File: src/hdl/lfbd_pkg.sv
package lfbd_pkg;

  localparam int DATA_W    = 8;
  localparam int DIST_W    = 14;
  localparam int LEN_W     = 6;
  localparam int CNT_W     = 32;
  localparam int BITPOS_W  = 4;
  localparam int FLAG_BITS = 8;

  localparam logic [1:0] CFG_UNIT_SIZE     = 2'd0;
  localparam logic [1:0] CFG_LENGTH_BIAS   = 2'd1;
  localparam logic [1:0] CFG_OUTPUT_LENGTH = 2'd2;

  typedef enum logic [1:0] {
    PH_FLAG,
    PH_LIT,
    PH_TLOW,
    PH_THIGH
  } phase_t;

  typedef enum logic [1:0] {
    ST_IDLE,
    ST_EXEC,
    ST_COPY_RD,
    ST_COPY_WR
  } state_t;

  typedef struct packed {
    logic              valid;
    logic [DATA_W-1:0] data;
    logic              last;
    logic              finished;
    logic              bad;
  } emit_t;

  typedef struct packed {
    logic bad;
    logic at_limit;
    logic next_at_limit;
  } ref_status_t;

  function automatic phase_t select_phase(logic [BITPOS_W-1:0] bp,
                                          logic [FLAG_BITS-1:0] flags);
    phase_t ph;
    if (bp >= BITPOS_W'(FLAG_BITS)) begin
      ph = PH_FLAG;
    end else if (flags[bp[2:0]]) begin
      ph = PH_LIT;
    end else begin
      ph = PH_TLOW;
    end
    return ph;
  endfunction

endpackage

File: src/hdl/lfbd_ref_unit.sv
module lfbd_ref_unit import lfbd_pkg::*; #(
  parameter int DEPTH  = 16384,
  parameter int ADDR_W = 14
) (
  input  logic [ADDR_W-1:0] wp,
  input  logic [DIST_W-1:0] back_dist,
  input  logic [CNT_W-1:0]  produced,
  input  logic [CNT_W-1:0]  output_length,
  output logic [ADDR_W-1:0] raddr,
  output ref_status_t       status
);

  logic [ADDR_W:0] dist_ext;
  logic [ADDR_W:0] diff;
  logic [ADDR_W:0] wrap;
  logic [CNT_W:0]  produced_inc;

  // Window address of the byte back_dist back, wrapped around the window.
  assign dist_ext = (ADDR_W+1)'(back_dist);
  assign diff     = {1'b0, wp} - dist_ext;
  assign wrap     = {1'b0, wp} + (ADDR_W+1)'(DEPTH) - dist_ext;
  assign raddr    = diff[ADDR_W] ? wrap[ADDR_W-1:0] : diff[ADDR_W-1:0];

  assign produced_inc = {1'b0, produced} + (CNT_W+1)'(1);

  always_comb begin
    status.bad           = (back_dist == '0) || (CNT_W'(back_dist) > produced);
    status.at_limit      = produced >= output_length;
    status.next_at_limit = produced_inc >= {1'b0, output_length};
  end

endmodule

File: config.mk
export PLATFORM = sky130hd
export DESIGN_NAME = lfbd_ref_unit
export DESIGN_NICKNAME = d
export VERILOG_FILES = /design/src/hdl/lfbd_pkg.sv /design/src/hdl/lfbd_ref_unit.sv
export SDC_FILE = /design/constraint.sdc
export NUM_CORES = 1
export LEC_CHECK = 0
export BUFFER_PORTS_ARGS = -buffer_cell sky130_fd_sc_hd__buf_4
export CORE_ASPECT_RATIO = 1.5
export CORE_MARGIN = 2
export CORE_UTILIZATION = 30
export DETAILED_ROUTE_END_ITERATION = 8
export GPL_TIMING_DRIVEN = 0
export SETUP_SLACK_MARGIN = 0.15
export SLEW_MARGIN = 20
export SYNTH_ARGS = -nofsm -noshare
export SYNTH_HDL_FRONTEND = slang
export SYNTH_SLANG_ARGS = --single-unit
File: constraint.sdc
create_clock -name vclk -period 3.3
set_input_delay 0.495 -clock vclk [all_inputs]
set_output_delay 0.495 -clock vclk [all_outputs]
set_load 0.01 [all_outputs]
Word level (Yosys, flattened, before mapping)
Cells that the tools add are included.
Cells by class
  add/subtract/negate cells: 4
  order comparisons: 3
  muxes and demuxes: 1
  reduce and logical (&&, ||, !) cells: 2
Operators by type and width (count)
  32-bit by 1-bit adder with 33-bit output, second input constant: 1
  33-bit by 32-bit greater-or-equal comparator with 1-bit output: 1
  32-bit greater-or-equal comparator: 1
  14-bit by 32-bit greater-than comparator with 1-bit output: 1
  14-bit by 14-bit subtractor with 15-bit output: 1
  14-bit by 1-bit adder with 14-bit output, second input constant: 1
  14-bit zero test: 1
  14-bit 2-to-1 mux: 1
  14-bit subtractor: 1
  1-bit logical OR: 1
Word-level totals
  bits in registers: 0
  input port bits: 92
  output and inout port bits: 17
  word-level logic and storage cells: 10

Depth between registers and ports, before layout
  depth in word-level cells: 3
  depth in mapped cells: 13
  mapped depth without buffers: 12

Worst setup path after synthesis
No wires, ideal clock.
  path kind: input-to-output
  start: input produced[5]
  end: output status[0] in the netlist's numbering
  data arrival time: 2.547 ns
  required time: 2.805 ns
  slack: 0.258 ns
  cell stages on the path: 12
  cell sequence: and4_4 nand4_2 nor2_4 nand3_1 xnor2_1 ha_1 a21oi_1 nor2_1 a211oi_1 o21ai_0 o41ai_1 nand3_1
RTL lines
  start, declared: RTL line lfbd_ref_unit.sv:7  | input logic [CNT_W-1:0] produced,
  end, declared: RTL line lfbd_ref_unit.sv:10  | output ref_status_t status

==> flow_summary_export.csv <==
group,metric,value,unit
die,die_h,129.1,um
die,start_util,30.88,%
timing,fin_hold_ws,1363,ps
routing,viasPerCell,5.365,
grt,track_usage,17.50,%
timing,rsz0062_at_grt,"yes",
worst_setup_path,cp_max_fo,6,
grt,grt_pass1_vias,3641,
yosys,synth.largest_area_cell,"ha_1",
layout,layout_commonest_cell,"buf_4",
hold_path,holdCritPathClass,"input pin to primary output",
power,seq_power_share,0,%
routing,dr.pass1.iters,4,
timing,fin_crit_sh,103.3,%
power,ir_drop,0.05488,mV
worst_setup_path,critPathRequiredTime,2800,ps
grt,grt_pass1_wl,16.39,mm
power,internal-power,0.3168,mW
layout,regArea,0,um^2
power,leakagePower,2.398,nW
timing,post-route-min-period,3410,ps
place,port_buffers,109,
routing,ant_nets,0,
power,power_density,138.8,nW/um^2
run_status,violations,"negative setup slack",
worst_setup_path,arrival,2920,ps
power,switching_share,49.48,%
die,core_area,10130,um^2
layout,seq_cell_count,0,
place,dpl.hpwl,8.694,mm
timing,final-hold-violation-count,0,
timing,drv_slew,0,
die,rows,45,
layout,area_growth,44.34,%
routing,vias,3632,
layout,final_nets,747,
timing,worst_slack,-110.2,ps
worst_setup_path,endpoint_kind,"primary output",
layout,final_cell_mix,"118 x buf_4, 91 x ha_1, 64 x inv_1",
die,pin_count,109,
yosys,syn_nets,614,
timing,setup_viol,1,
clocking,hold_buffers,0,
yosys,avgSynthCellArea,7.294,um^2
timing,fmax,293.2,MHz
yosys,synth_warnings,0,
grt,grt_max_degree,9,
worst_setup_path,cp_slowest_stage_delay,450,ps
timing,relSlewSlack,56.99,%
power,p_comb_share,100.0,%
layout,antenna_cells,0,
power,p_clk_share,0,%
routing,wl_per_cell,15.00,um
die,die_x,87.39,um
yosys,yosys-top-cells-area,"ha_1 37%, xnor2_1 9.5%, inv_1 7.7%",
grt,overflow,0,
power,p_switching,0.3102,mW
routing,drt_iter0_markers,81,
yosys,syn-cell-area,3129,um^2
layout,drive_above_1_share,29.11,%
yosys,seq_area_frac_synth,0,%
worst_setup_path,cp_cell_sequence,"buf_8 > and4_4 > nand4_4 > nor2_4 > buf_4 > nand2_4 > xnor2_2 > ha_1 > nand4_1 > nor3_1 > o41ai_2 > nand3_1 > buf_6",
yosys,yosys.cell_types.count,41,
layout,fin_area,4517,um^2
worst_setup_path,crit_type,"input pin to primary output",
job,max_cap_violations,0,
routing,wirelength,10.16,mm
routing,drc_errors,0,
grt,antenna_found_initial,0,
yosys,synthCells,429,
layout,clockBufferCount,0,
place,placed_cell_area,4094,um^2
worst_setup_path,slowest_stage,"nor3_1",
yosys,synth_top_area_share,36.79,%
die,dieArea,11280,um^2
place,gp_congestion,0.8750,
run_status,status,"finished, violations left",
worst_setup_path,worstSetupStartpointType,"input pin",
timing,worstMarginPinSlew,636.9,ps
## worst max-delay path: cells and delay by family
kind / cells / cell delay, ps
AO/OA/AOI/OAI: 1 / 140
AND/OR/NAND/NOR: 7 / 1450
adder cells (fa/ha/maj): 1 / 330
XOR/XNOR: 1 / 130
buffers and inverters: 3 / 360
## metal layers
metal,vias up,track usage (%),share of wire (%)
met5,-,0,0
met4,0,1.900,1.2
met3,6,1.083,4.8
met2,107,36.05,55
met1,1695,19.51,39
li1,1824,-,-
## cells in the mapped netlist, types with 2 or more instances
library cell  instances
a211oi_1              7
a21o_1               16
a21oi_1              22
a31oi_1               5
and3_1                9
and4_1                3
ha_1                 92
inv_1                64
mux2i_1               2
nand2_1              19
nand2b_1              5
nand3_1              24
nand4_1              21
nand4b_1              2
nor2_1               27
nor2_2                2
nor2b_1               7
nor3_1                9
nor4_1                9
o2111ai_1             4
o21a_1                6
o21ai_0              14
o31ai_1               2
o41ai_1               2
xnor2_1              34
xor2_1                7
## final timing paths
check / startpoint / endpoint / slack [ps] / cells after the start
worst min-delay path: back_dist[0] / raddr[0] / 1360 / 4
worst max-delay path: produced[4] / status[0] / -110 / 13
## area by class of cell
type / count / area [um^2]
Fill cell: 1046 / 5618
Tap cell: 117 / 146.4
Timing Repair Buffer: 131 / 1055
Inverter: 64 / 240.2
Buffer: 2 / 15.01
Multi-Input combinational cell: 363 / 3060
## through the flow
stage	util, %	instances	power, mW	TNS, ps	setup WS (ps)
floorplan	-	429	0.3218	0	257.7
global placement	40.40	655	0.5637	-468.6	-468.6
detailed placement	40.40	655	0.5800	-451.7	-451.7
CTS	43.12	670	0.6075	-106.2	-106.2
global route	44.57	677	0.6977	-221.9	-221.9
finish	44.57	677	0.6270	-110.2	-110.2
## cell families after synthesis
logic type                 after synthesis  synth area share [%]
buffers and inverters                   66                 8.157
xor gates and xnor gates                41                 11.48
muxes                                    2                0.6398
AOI/OAI and AO/OA                       84                 17.55
adders and majority gates               93                 37.42
and+or+nand+nor                        143                 24.75
## power by group through the flow
stage	Combinational (mW)	Clock (mW)	Sequential [mW]
after global routing	0.698	0	0
final	0.627	0	0
after global placement	0.564	0	0
after floorplan	0.322	0	0
after CTS	0.608	0	0
after detailed placement	0.580	0	0
## what timing repair did
action / 4_1_cts / 5_1_grt
endpoints found under the setup margin: 1 / 2
endpoints found under the hold margin: 0 / 0
gates resized for setup: 37 / 17
pin swaps: 23 / 21
buffers inserted: 15 / 7
No activity file was read; power rests on OpenSTA's default activity.
