**src/hdl/lfbd_pkg.sv**
```systemverilog
package lfbd_pkg;

  localparam int DATA_W    = 8;
  localparam int DIST_W    = 14;
  localparam int LEN_W     = 6;
  localparam int CNT_W     = 32;
  localparam int BITPOS_W  = 4;
  localparam int FLAG_BITS = 8;

  localparam logic [1:0] CFG_UNIT_SIZE     = 2'd0;
  localparam logic [1:0] CFG_LENGTH_BIAS   = 2'd1;
  localparam logic [1:0] CFG_OUTPUT_LENGTH = 2'd2;

  typedef enum logic [1:0] {
    PH_FLAG,
    PH_LIT,
    PH_TLOW,
    PH_THIGH
  } phase_t;

  typedef enum logic [1:0] {
    ST_IDLE,
    ST_EXEC,
    ST_COPY_RD,
    ST_COPY_WR
  } state_t;

  typedef struct packed {
    logic              valid;
    logic [DATA_W-1:0] data;
    logic              last;
    logic              finished;
    logic              bad;
  } emit_t;

  typedef struct packed {
    logic bad;
    logic at_limit;
    logic next_at_limit;
  } ref_status_t;

  function automatic phase_t select_phase(logic [BITPOS_W-1:0] bp,
                                          logic [FLAG_BITS-1:0] flags);
    phase_t ph;
    if (bp >= BITPOS_W'(FLAG_BITS)) begin
      ph = PH_FLAG;
    end else if (flags[bp[2:0]]) begin
      ph = PH_LIT;
    end else begin
      ph = PH_TLOW;
    end
    return ph;
  endfunction

endpackage

```
**src/hdl/lfbd_ctrl.sv**
```systemverilog
module lfbd_ctrl import lfbd_pkg::*; #(
  parameter int DEPTH  = 16384,
  parameter int ADDR_W = 14
) (
  input  logic              clk,
  input  logic              rst,
  input  logic              in_valid,
  output logic              in_ready,
  input  logic [DATA_W-1:0] in_byte,
  input  logic              in_last,
  input  logic [1:0]        unit,
  input  logic [1:0]        bias,
  input  logic              out_free,
  input  logic [DATA_W-1:0] rdata,
  input  ref_status_t       status,
  output emit_t             emit,
  output logic [ADDR_W-1:0] wp,
  output logic [DIST_W-1:0] back_dist,
  output logic [CNT_W-1:0]  produced
);

  state_t               state;
  state_t               state_next;
  phase_t               phase;
  phase_t               adv_phase;
  logic [BITPOS_W-1:0]  bitpos;
  logic [BITPOS_W-1:0]  bp_inc;
  logic [1:0]           lit_cnt;
  logic [FLAG_BITS-1:0] flag_bits;
  logic [DATA_W-1:0]    token_low;
  logic [DATA_W-1:0]    in_q;
  logic                 last_q;
  logic                 done_q;
  logic [LEN_W-1:0]     rem;
  logic [DIST_W-1:0]    dist_calc;
  logic [LEN_W-1:0]     len_calc;
  logic [15:0]          tok;
  logic                 lit_done;
  logic                 copy_end;
  logic                 active;
  logic [ADDR_W-1:0]    wp_inc;

  assign in_ready  = (state == ST_IDLE);
  assign tok       = {in_q, token_low};
  assign dist_calc = DIST_W'({2'b0, tok[15:4]} * {12'b0, unit});
  assign len_calc  = LEN_W'(({2'b0, tok[3:0]} + {4'b0, bias}) * {4'b0, unit});
  assign bp_inc    = bitpos + BITPOS_W'(1);
  assign adv_phase = select_phase(bp_inc, flag_bits);
  assign lit_done  = ({1'b0, lit_cnt} + 3'd1) >= {1'b0, unit};
  assign copy_end  = (rem == LEN_W'(1)) || status.next_at_limit;
  assign active    = !done_q && !status.at_limit;
  assign wp_inc    = (wp == ADDR_W'(DEPTH - 1)) ? '0 : wp + ADDR_W'(1);

  always_comb begin
    state_next = state;
    case (state)
      ST_IDLE: begin
        if (in_valid) state_next = ST_EXEC;
      end
      ST_EXEC: begin
        if (!active) begin
          state_next = ST_IDLE;
        end else begin
          case (phase)
            PH_LIT:   state_next = out_free ? ST_IDLE : ST_EXEC;
            PH_THIGH: state_next = (len_calc == '0) ? ST_IDLE : ST_COPY_RD;
            default:  state_next = ST_IDLE;
          endcase
        end
      end
      ST_COPY_RD: state_next = ST_COPY_WR;
      ST_COPY_WR: begin
        if (out_free) state_next = copy_end ? ST_IDLE : ST_COPY_RD;
      end
      default: state_next = ST_IDLE;
    endcase
  end

  always_comb begin
    emit = '0;
    case (state)
      ST_EXEC: begin
        if (active && phase == PH_LIT && out_free) begin
          emit.valid    = 1'b1;
          emit.data     = in_q;
          emit.last     = 1'b1;
          emit.finished = status.next_at_limit || last_q;
        end
      end
      ST_COPY_WR: begin
        if (out_free) begin
          emit.valid    = 1'b1;
          emit.data     = status.bad ? '0 : rdata;
          emit.last     = copy_end;
          emit.finished = copy_end && (status.next_at_limit || last_q);
          emit.bad      = status.bad;
        end
      end
      default: emit = '0;
    endcase
  end

  always_ff @(posedge clk) begin
    if (rst) begin
      state     <= ST_IDLE;
      phase     <= PH_FLAG;
      bitpos    <= BITPOS_W'(FLAG_BITS);
      lit_cnt   <= '0;
      flag_bits <= '0;
      token_low <= '0;
      produced  <= '0;
      wp        <= '0;
      done_q    <= 1'b0;
    end else begin
      state <= state_next;
      if (emit.valid) begin
        wp       <= wp_inc;
        produced <= produced + CNT_W'(1);
      end
      case (state)
        ST_EXEC: begin
          if (!done_q) begin
            if (status.at_limit) begin
              done_q <= 1'b1;
            end else begin
              case (phase)
                PH_FLAG: begin
                  flag_bits <= in_q;
                  bitpos    <= '0;
                  phase     <= select_phase('0, in_q);
                  lit_cnt   <= '0;
                  done_q    <= last_q;
                end
                PH_TLOW: begin
                  token_low <= in_q;
                  phase     <= PH_THIGH;
                  done_q    <= last_q;
                end
                PH_LIT: begin
                  if (out_free) begin
                    if (lit_done) begin
                      bitpos  <= bp_inc;
                      phase   <= adv_phase;
                      lit_cnt <= '0;
                    end else begin
                      lit_cnt <= lit_cnt + 2'd1;
                    end
                    done_q <= emit.finished;
                  end
                end
                PH_THIGH: begin
                  back_dist <= dist_calc;
                  rem       <= len_calc;
                  if (len_calc == '0) begin
                    bitpos  <= bp_inc;
                    phase   <= adv_phase;
                    lit_cnt <= '0;
                    done_q  <= last_q;
                  end
                end
                default: phase <= PH_FLAG;
              endcase
            end
          end
        end
        ST_COPY_WR: begin
          if (out_free) begin
            rem <= rem - LEN_W'(1);
            if (copy_end) begin
              bitpos  <= bp_inc;
              phase   <= adv_phase;
              lit_cnt <= '0;
              done_q  <= emit.finished;
            end
          end
        end
        default: ;
      endcase
    end
  end

  // Payload latch for the transaction being worked on.
  always_ff @(posedge clk) begin
    if (in_valid && in_ready) begin
      in_q   <= in_byte;
      last_q <= in_last;
    end
  end

  a_rd_then_wr: assert property (@(posedge clk) disable iff (rst)
    state == ST_COPY_RD |=> state == ST_COPY_WR)
    else $error("copy read not followed by copy write");

  a_done_sticky: assert property (@(posedge clk) disable iff (rst)
    done_q |=> done_q)
    else $error("done flag dropped without reset");

  a_bad_is_zero: assert property (@(posedge clk) disable iff (rst)
    emit.valid && emit.bad |-> emit.data == '0)
    else $error("bad reference emitted nonzero data");

  a_no_overrun: assert property (@(posedge clk) disable iff (rst)
    emit.valid |-> !status.at_limit)
    else $error("byte emitted past output length");

  a_finish_on_last: assert property (@(posedge clk) disable iff (rst)
    emit.valid && emit.finished |-> emit.last)
    else $error("finished without end of transaction results");

endmodule

```
**config.mk**
```make
export PLATFORM = sky130hd
export DESIGN_NAME = lfbd_ctrl
export DESIGN_NICKNAME = d
export VERILOG_FILES = /design/src/hdl/lfbd_pkg.sv /design/src/hdl/lfbd_ctrl.sv
export SDC_FILE = /design/constraint.sdc
export NUM_CORES = 1
export LEC_CHECK = 0
export BUFFER_PORTS_ARGS = -buffer_cell sky130_fd_sc_hd__buf_4
export CAP_MARGIN = 10
export CORE_ASPECT_RATIO = 0.75
export CORE_UTILIZATION = 45
export CTS_BUF_LIST = sky130_fd_sc_hd__clkbuf_8
export CTS_CLUSTER_SIZE = 28
export DETAILED_ROUTE_END_ITERATION = 8
export PLACE_DENSITY = 0.75
export SETUP_SLACK_MARGIN = 0.05
export SLEW_MARGIN = 20
export SYNTH_ARGS = -nofsm -noshare
export SYNTH_HDL_FRONTEND = slang
export SYNTH_SLANG_ARGS = --single-unit
```
**constraint.sdc**
```tcl
create_clock -name clk -period 9.15 [get_ports clk]
set_clock_uncertainty 0.2 [all_clocks]
set_input_delay 0.4575 -clock clk [delete_from_list [all_inputs] [get_ports clk]]
set_output_delay 0.4575 -clock clk [all_outputs]
set_load 0.05 [all_outputs]
```
======== Word-level counts from Yosys, hierarchy flattened ========
Cells that the tools add are included.
storage, ports and cells
  register bits ........................... 102
  input port bits ......................... 28
  output and inout bits ................... 73
  word-level logic and storage cells ...... 128
cells by class
  $add $sub $neg .......................... 7
  multiply operators ...................... 2
  $lt $le $gt $ge ......................... 3
  equal/unequal tests ..................... 18
  muxes and demuxes ....................... 59
  bitwise gates (word level) .............. 3
  reduce and logical (&&, ||, !) cells .... 23
operator list
  operator               number
  $mux 2                 22
  $add 32x1->32 const B  1
  $mux 4                 7
  $mux 6                 4
  $pmux 11 s2            1
  $pmux 2 s4             2
  $reduce_and 8->1       2
  $add 14x1->14 const B  1
  $eq 14x14->1 const B   1
  $mul 12x2->14          1
  $mux 14                1
  $mux 12                1
  $ne 2x2->1 const B     6
  $pmux 2 s2             3
  $pmux 4 s3             1
  $pmux 6 s2             1
  $mux 11                1
  $mux 1                 9
  $ne 3x3->1 const B     3
  $reduce_and 9->1       1
  $eq 2x2->1 const B     4
  $mux 8                 1
  $pmux 4 s2             1
  $reduce_and 4->1       2
  28 further kinds       38

======== Logic depth before layout (Yosys ltp) ========
  depth in word-level cells ............... 11
  gate-level depth with buffers ........... 12
  mapped depth without buffers ............ 12

======== Worst setup path before layout ========
Ideal clock, no wire load.
  path type ............................... flip-flop to output port
  start point ............................. reg rem[2]
  end point ............................... out emit[1] (netlist name)
  data arrival time ....................... 2.967 ns
  required time ........................... 8.493 ns
  slack ................................... 5.526 ns
  stages on the path, launching flop included .. 6
  path buffers ............................ 0
  cell sequence ........................... edfxtp_1 or3_1 nor3b_1 o21ai_0 a21boi_0 o21a_1
RTL lines
  element                   RTL line          RTL
  start: declaration        lfbd_ctrl.sv:34   logic [LEN_W-1:0] rem;
  start signal: assignment  lfbd_ctrl.sv:153  rem <= len_calc;
  start signal: assignment  lfbd_ctrl.sv:168  rem <= rem - LEN_W'(1);
  end: declaration          lfbd_ctrl.sv:16   output emit_t emit,

======== Worst setup path after layout ========
  start point ............................. reg token_low[0]
  end point ............................... reg bitpos[0]
between the ends
  longest elaborated chain between the ends .. 5
RTL lines
  element                            RTL line          RTL
  start: declaration                 lfbd_ctrl.sv:30   logic [DATA_W-1:0] token_low;
  start signal: assignment           lfbd_ctrl.sv:135  token_low <= in_q;
  $add 4x2->5                        lfbd_ctrl.sv:46   assign len_calc = LEN_W'(({2'b0, tok[3:0]} + {4'b0, bias}) * {4'b0, unit});
  $mul 5x2->6                        lfbd_ctrl.sv:46
  $logic_not 6->1                    lfbd_ctrl.sv:154  if (len_calc == '0) begin
  $ne 3x3->1 (no source line)        n/a
  $reduce_and 9->1 (no source line)  n/a
  end signal: assignment             lfbd_ctrl.sv:142  bitpos <= bp_inc;
  end signal: assignment             lfbd_ctrl.sv:155  bitpos <= bp_inc;
  end signal: assignment             lfbd_ctrl.sv:170  bitpos <= bp_inc;
  end: declaration                   lfbd_ctrl.sv:26   logic [BITPOS_W-1:0] bitpos;
Every way passes these cells.
A chain may end at the register's enable or synchronous reset.

==> reports/metrics.yaml <==
clkTransAtPathRegs_ps: 100
async_flop_share: 0
vias: 4604
seqPwrFrac: 0.553
synth_top_area_share: 0.264
hold_buffers: 0
grt_pass1_wl_um: 20900
grt_use_met1: 0.281
cpMaxStageDelayCell: "nor3b_2"
use_met2: 0.327
tightest_slew_ps: 787
power.share.clock: 0.331
cts_resized: 0
top_usage_layer: "met2"
p_per_area_mw_per_mm2: 133
die_h_um: 98.1
core_sq_mm: 0.0118
met3_usage: 0.0438
intPower_uw: 650
cts_root_buf: "clkbuf_8"
num_antenna_cells: 0
path_max_fanout: 8
tritoncts: "done"
power_leakage_uw: 0.00274
fin_crit_sh: 0.402
n_fill_cell: 1083
overflow: 0
synthCells: 605
syn_area_sq_mm: 0.00554
grt_pass1_vias: 4357
grt_max_degree: 75
grt.total_usage: 0.205
period_minus_slack_ps: 3680
cp.arrival_ps: 3740
place_congestion: 0.862
viasPerCell: 5.33
worst_ep_required_time_ps: 9220
ioPinCount: 101
synth-seq-cells: 102
total_power_uw: 881
maxCapViolations: 0
drcViolationCount: 0
htreeDepth: 3
crit_family: "adder cells"
drtIter0Drc: 251
start_util: 0.470
cts_buffers: 9
yosys-top-cells-count: "77 x nor2_1, 73 x dfxtp_1, 57 x nand2_1, 34 x a21oi_1, 29 x edfxtp_1"
fin_worst_hold_slack_ps: 48.4
syn_to_final_growth_pct: 19.3
crit_top_cell: "ha_1"
fin_nets: 752
max_stage_delay_ps: 460
synth_top_cell_by_area: "dfxtp_1"
place_hpwl_um: 9070
synth_fp_nets: 661
drive_gt1_frac: 0.184
first_pass_iters: 5
switchingPower_uw: 232
avgRoutedWirePerCell_um: 14.4
fmax_mhz: 272
synth_edf_count: 29
ir_drop_v: 0.0000669
synthTopCellsByArea: "dfxtp_1 26%, edfxtp_1 16%, ha_1 5.4%"
setup_viol: 0
path_buf_inv: 0
rsz0062_at_grt: "false"
final_hold_viol_count: 0
io_buffer_count: 100
maxSlewHeadroom: 0.471
die_w_um: 130
synthFlopType: "dfxtp_1"
cp_cell_sequence: "ha_1 > fa_1 > xor2_1 > and2_1 > ha_1 > a211oi_1 > o21ba_2 > o22ai_1 > nor3b_2 > nand2_1 > mux2_2"
power.share.combinational: 0.116
die-area_sq_mm: 0.0128
p_sw_frac: 0.263
worstSkewPairLatency_ps: 380
synth_cell_types: 57
avgSynthCellArea_sq_um: 9.16
synth.most_common_cell: "nor2_1"
endpoint_kind: "register"
cp-start-kind: "register"
yosysSeqAreaShare: 0.421
maxSlewViolCount: 0
drtAntennaViolNets: 0
clock_sinks: 102
worstHoldPathType: "input pin to register"
path_class: "register to register"
clockBufferDepth: 2
post-cts-setup-buffers: 0
status: "finished, final reports clean"
antenna_found_initial: 0
setup_total_negative_slack_ps: 0
row_count: 34
ys_warn_count: 0
wirelength_um: 12400
[per-stage QoR]
step	setup slack, ps	utilization	cell area (sq um)	instances
floorplan	5530	-	5540	605
global placement	5400	0.544	6410	847
detailed placement	5230	0.544	6410	847
CTS	5500	0.561	6610	863
global route	5240	0.561	6610	863
finish	5470	0.561	6610	863
[cells in the final DEF (no fill, tap or decap), types with 3 or more instances in the layout]
cell type  instances
a211oi_1           4
a21o_1             4
a21oi_1           34
a22o_1             8
and2_1            27
and3_1            10
and4_1             6
buf_4            100
clkbuf_8          10
dfxtp_1           73
edfxtp_1          29
fa_1               4
ha_1              24
inv_1             15
mux2i_1           12
nand2_1           57
nand2b_1           4
nand3_1           28
nand3b_1           3
nand4_1           13
nor2_1            76
nor2b_1           10
nor3_1            12
o21a_1             5
o21ai_0           27
o21bai_1           3
or3_1              9
xnor2_1           25
xor2_1            28
[power by group through the flow]
stage               clock, uW  sequential, uW  combinational, uW
floorplan                   0             491               75.6
global placement            0             497               97.7
detailed placement          0             498                101
CTS                       301             487                101
global route              318             489                113
finish                    292             487                102
[registers in the layout (all words and copies together) (netlist names), named ones only]
signal / cells
back_dist: 14
bitpos: 4
done_q: 1
flag_bits: 8
in_q: 8
last_q: 1
lit_cnt: 2
phase: 1
produced: 32
rem: 6
state: 2
token_low: 8
wp: 14
[per-layer routing]
metal,vias up,routed length (um)
met1,2185,5930
met2,98,5790
met5,-,0
met4,0,115
li1,2310,-
met3,11,575
[area by class of cell]
cell class                      instances  area [sq um]  area share
Tap cell                              162           203      0.0307
Clock buffer                           10           138      0.0208
Sequential cell                       102          2330       0.353
Multi-Input combinational cell        468          3070       0.465
Inverter                               15          56.3     0.00851
Clock inverter                          6          61.3     0.00927
Timing Repair Buffer                  100           751       0.114
[kinds of logic (layout without fill, tap and decap cells)]
logic type | after synthesis | after routing | synth area share
and+or+nand+nor | 264 | 264 | 0.238
AOI/OAI and AO/OA | 108 | 108 | 0.132
DFF | 102 | 102 | 0.421
xor gates and xnor gates | 53 | 53 | 0.0838
buffers and inverters | 35 | 131 | 0.0253
adders and majority gates | 28 | 28 | 0.0686
muxes | 15 | 15 | 0.0318
[final timing paths]
path | startpoint | to | slack (ps) | cells after the start
hold / removal | in_byte[0] | in_q[0] | 50 | 1
setup reg to reg | token_low[0] | bitpos[0] | 5470 | 11
hold reg to reg | flag_bits[3] | flag_bits[3] | 260 | 2
setup / recovery | token_low[0] | bitpos[0] | 5470 | 11
No activity file was read; power rests on OpenSTA's default activity.
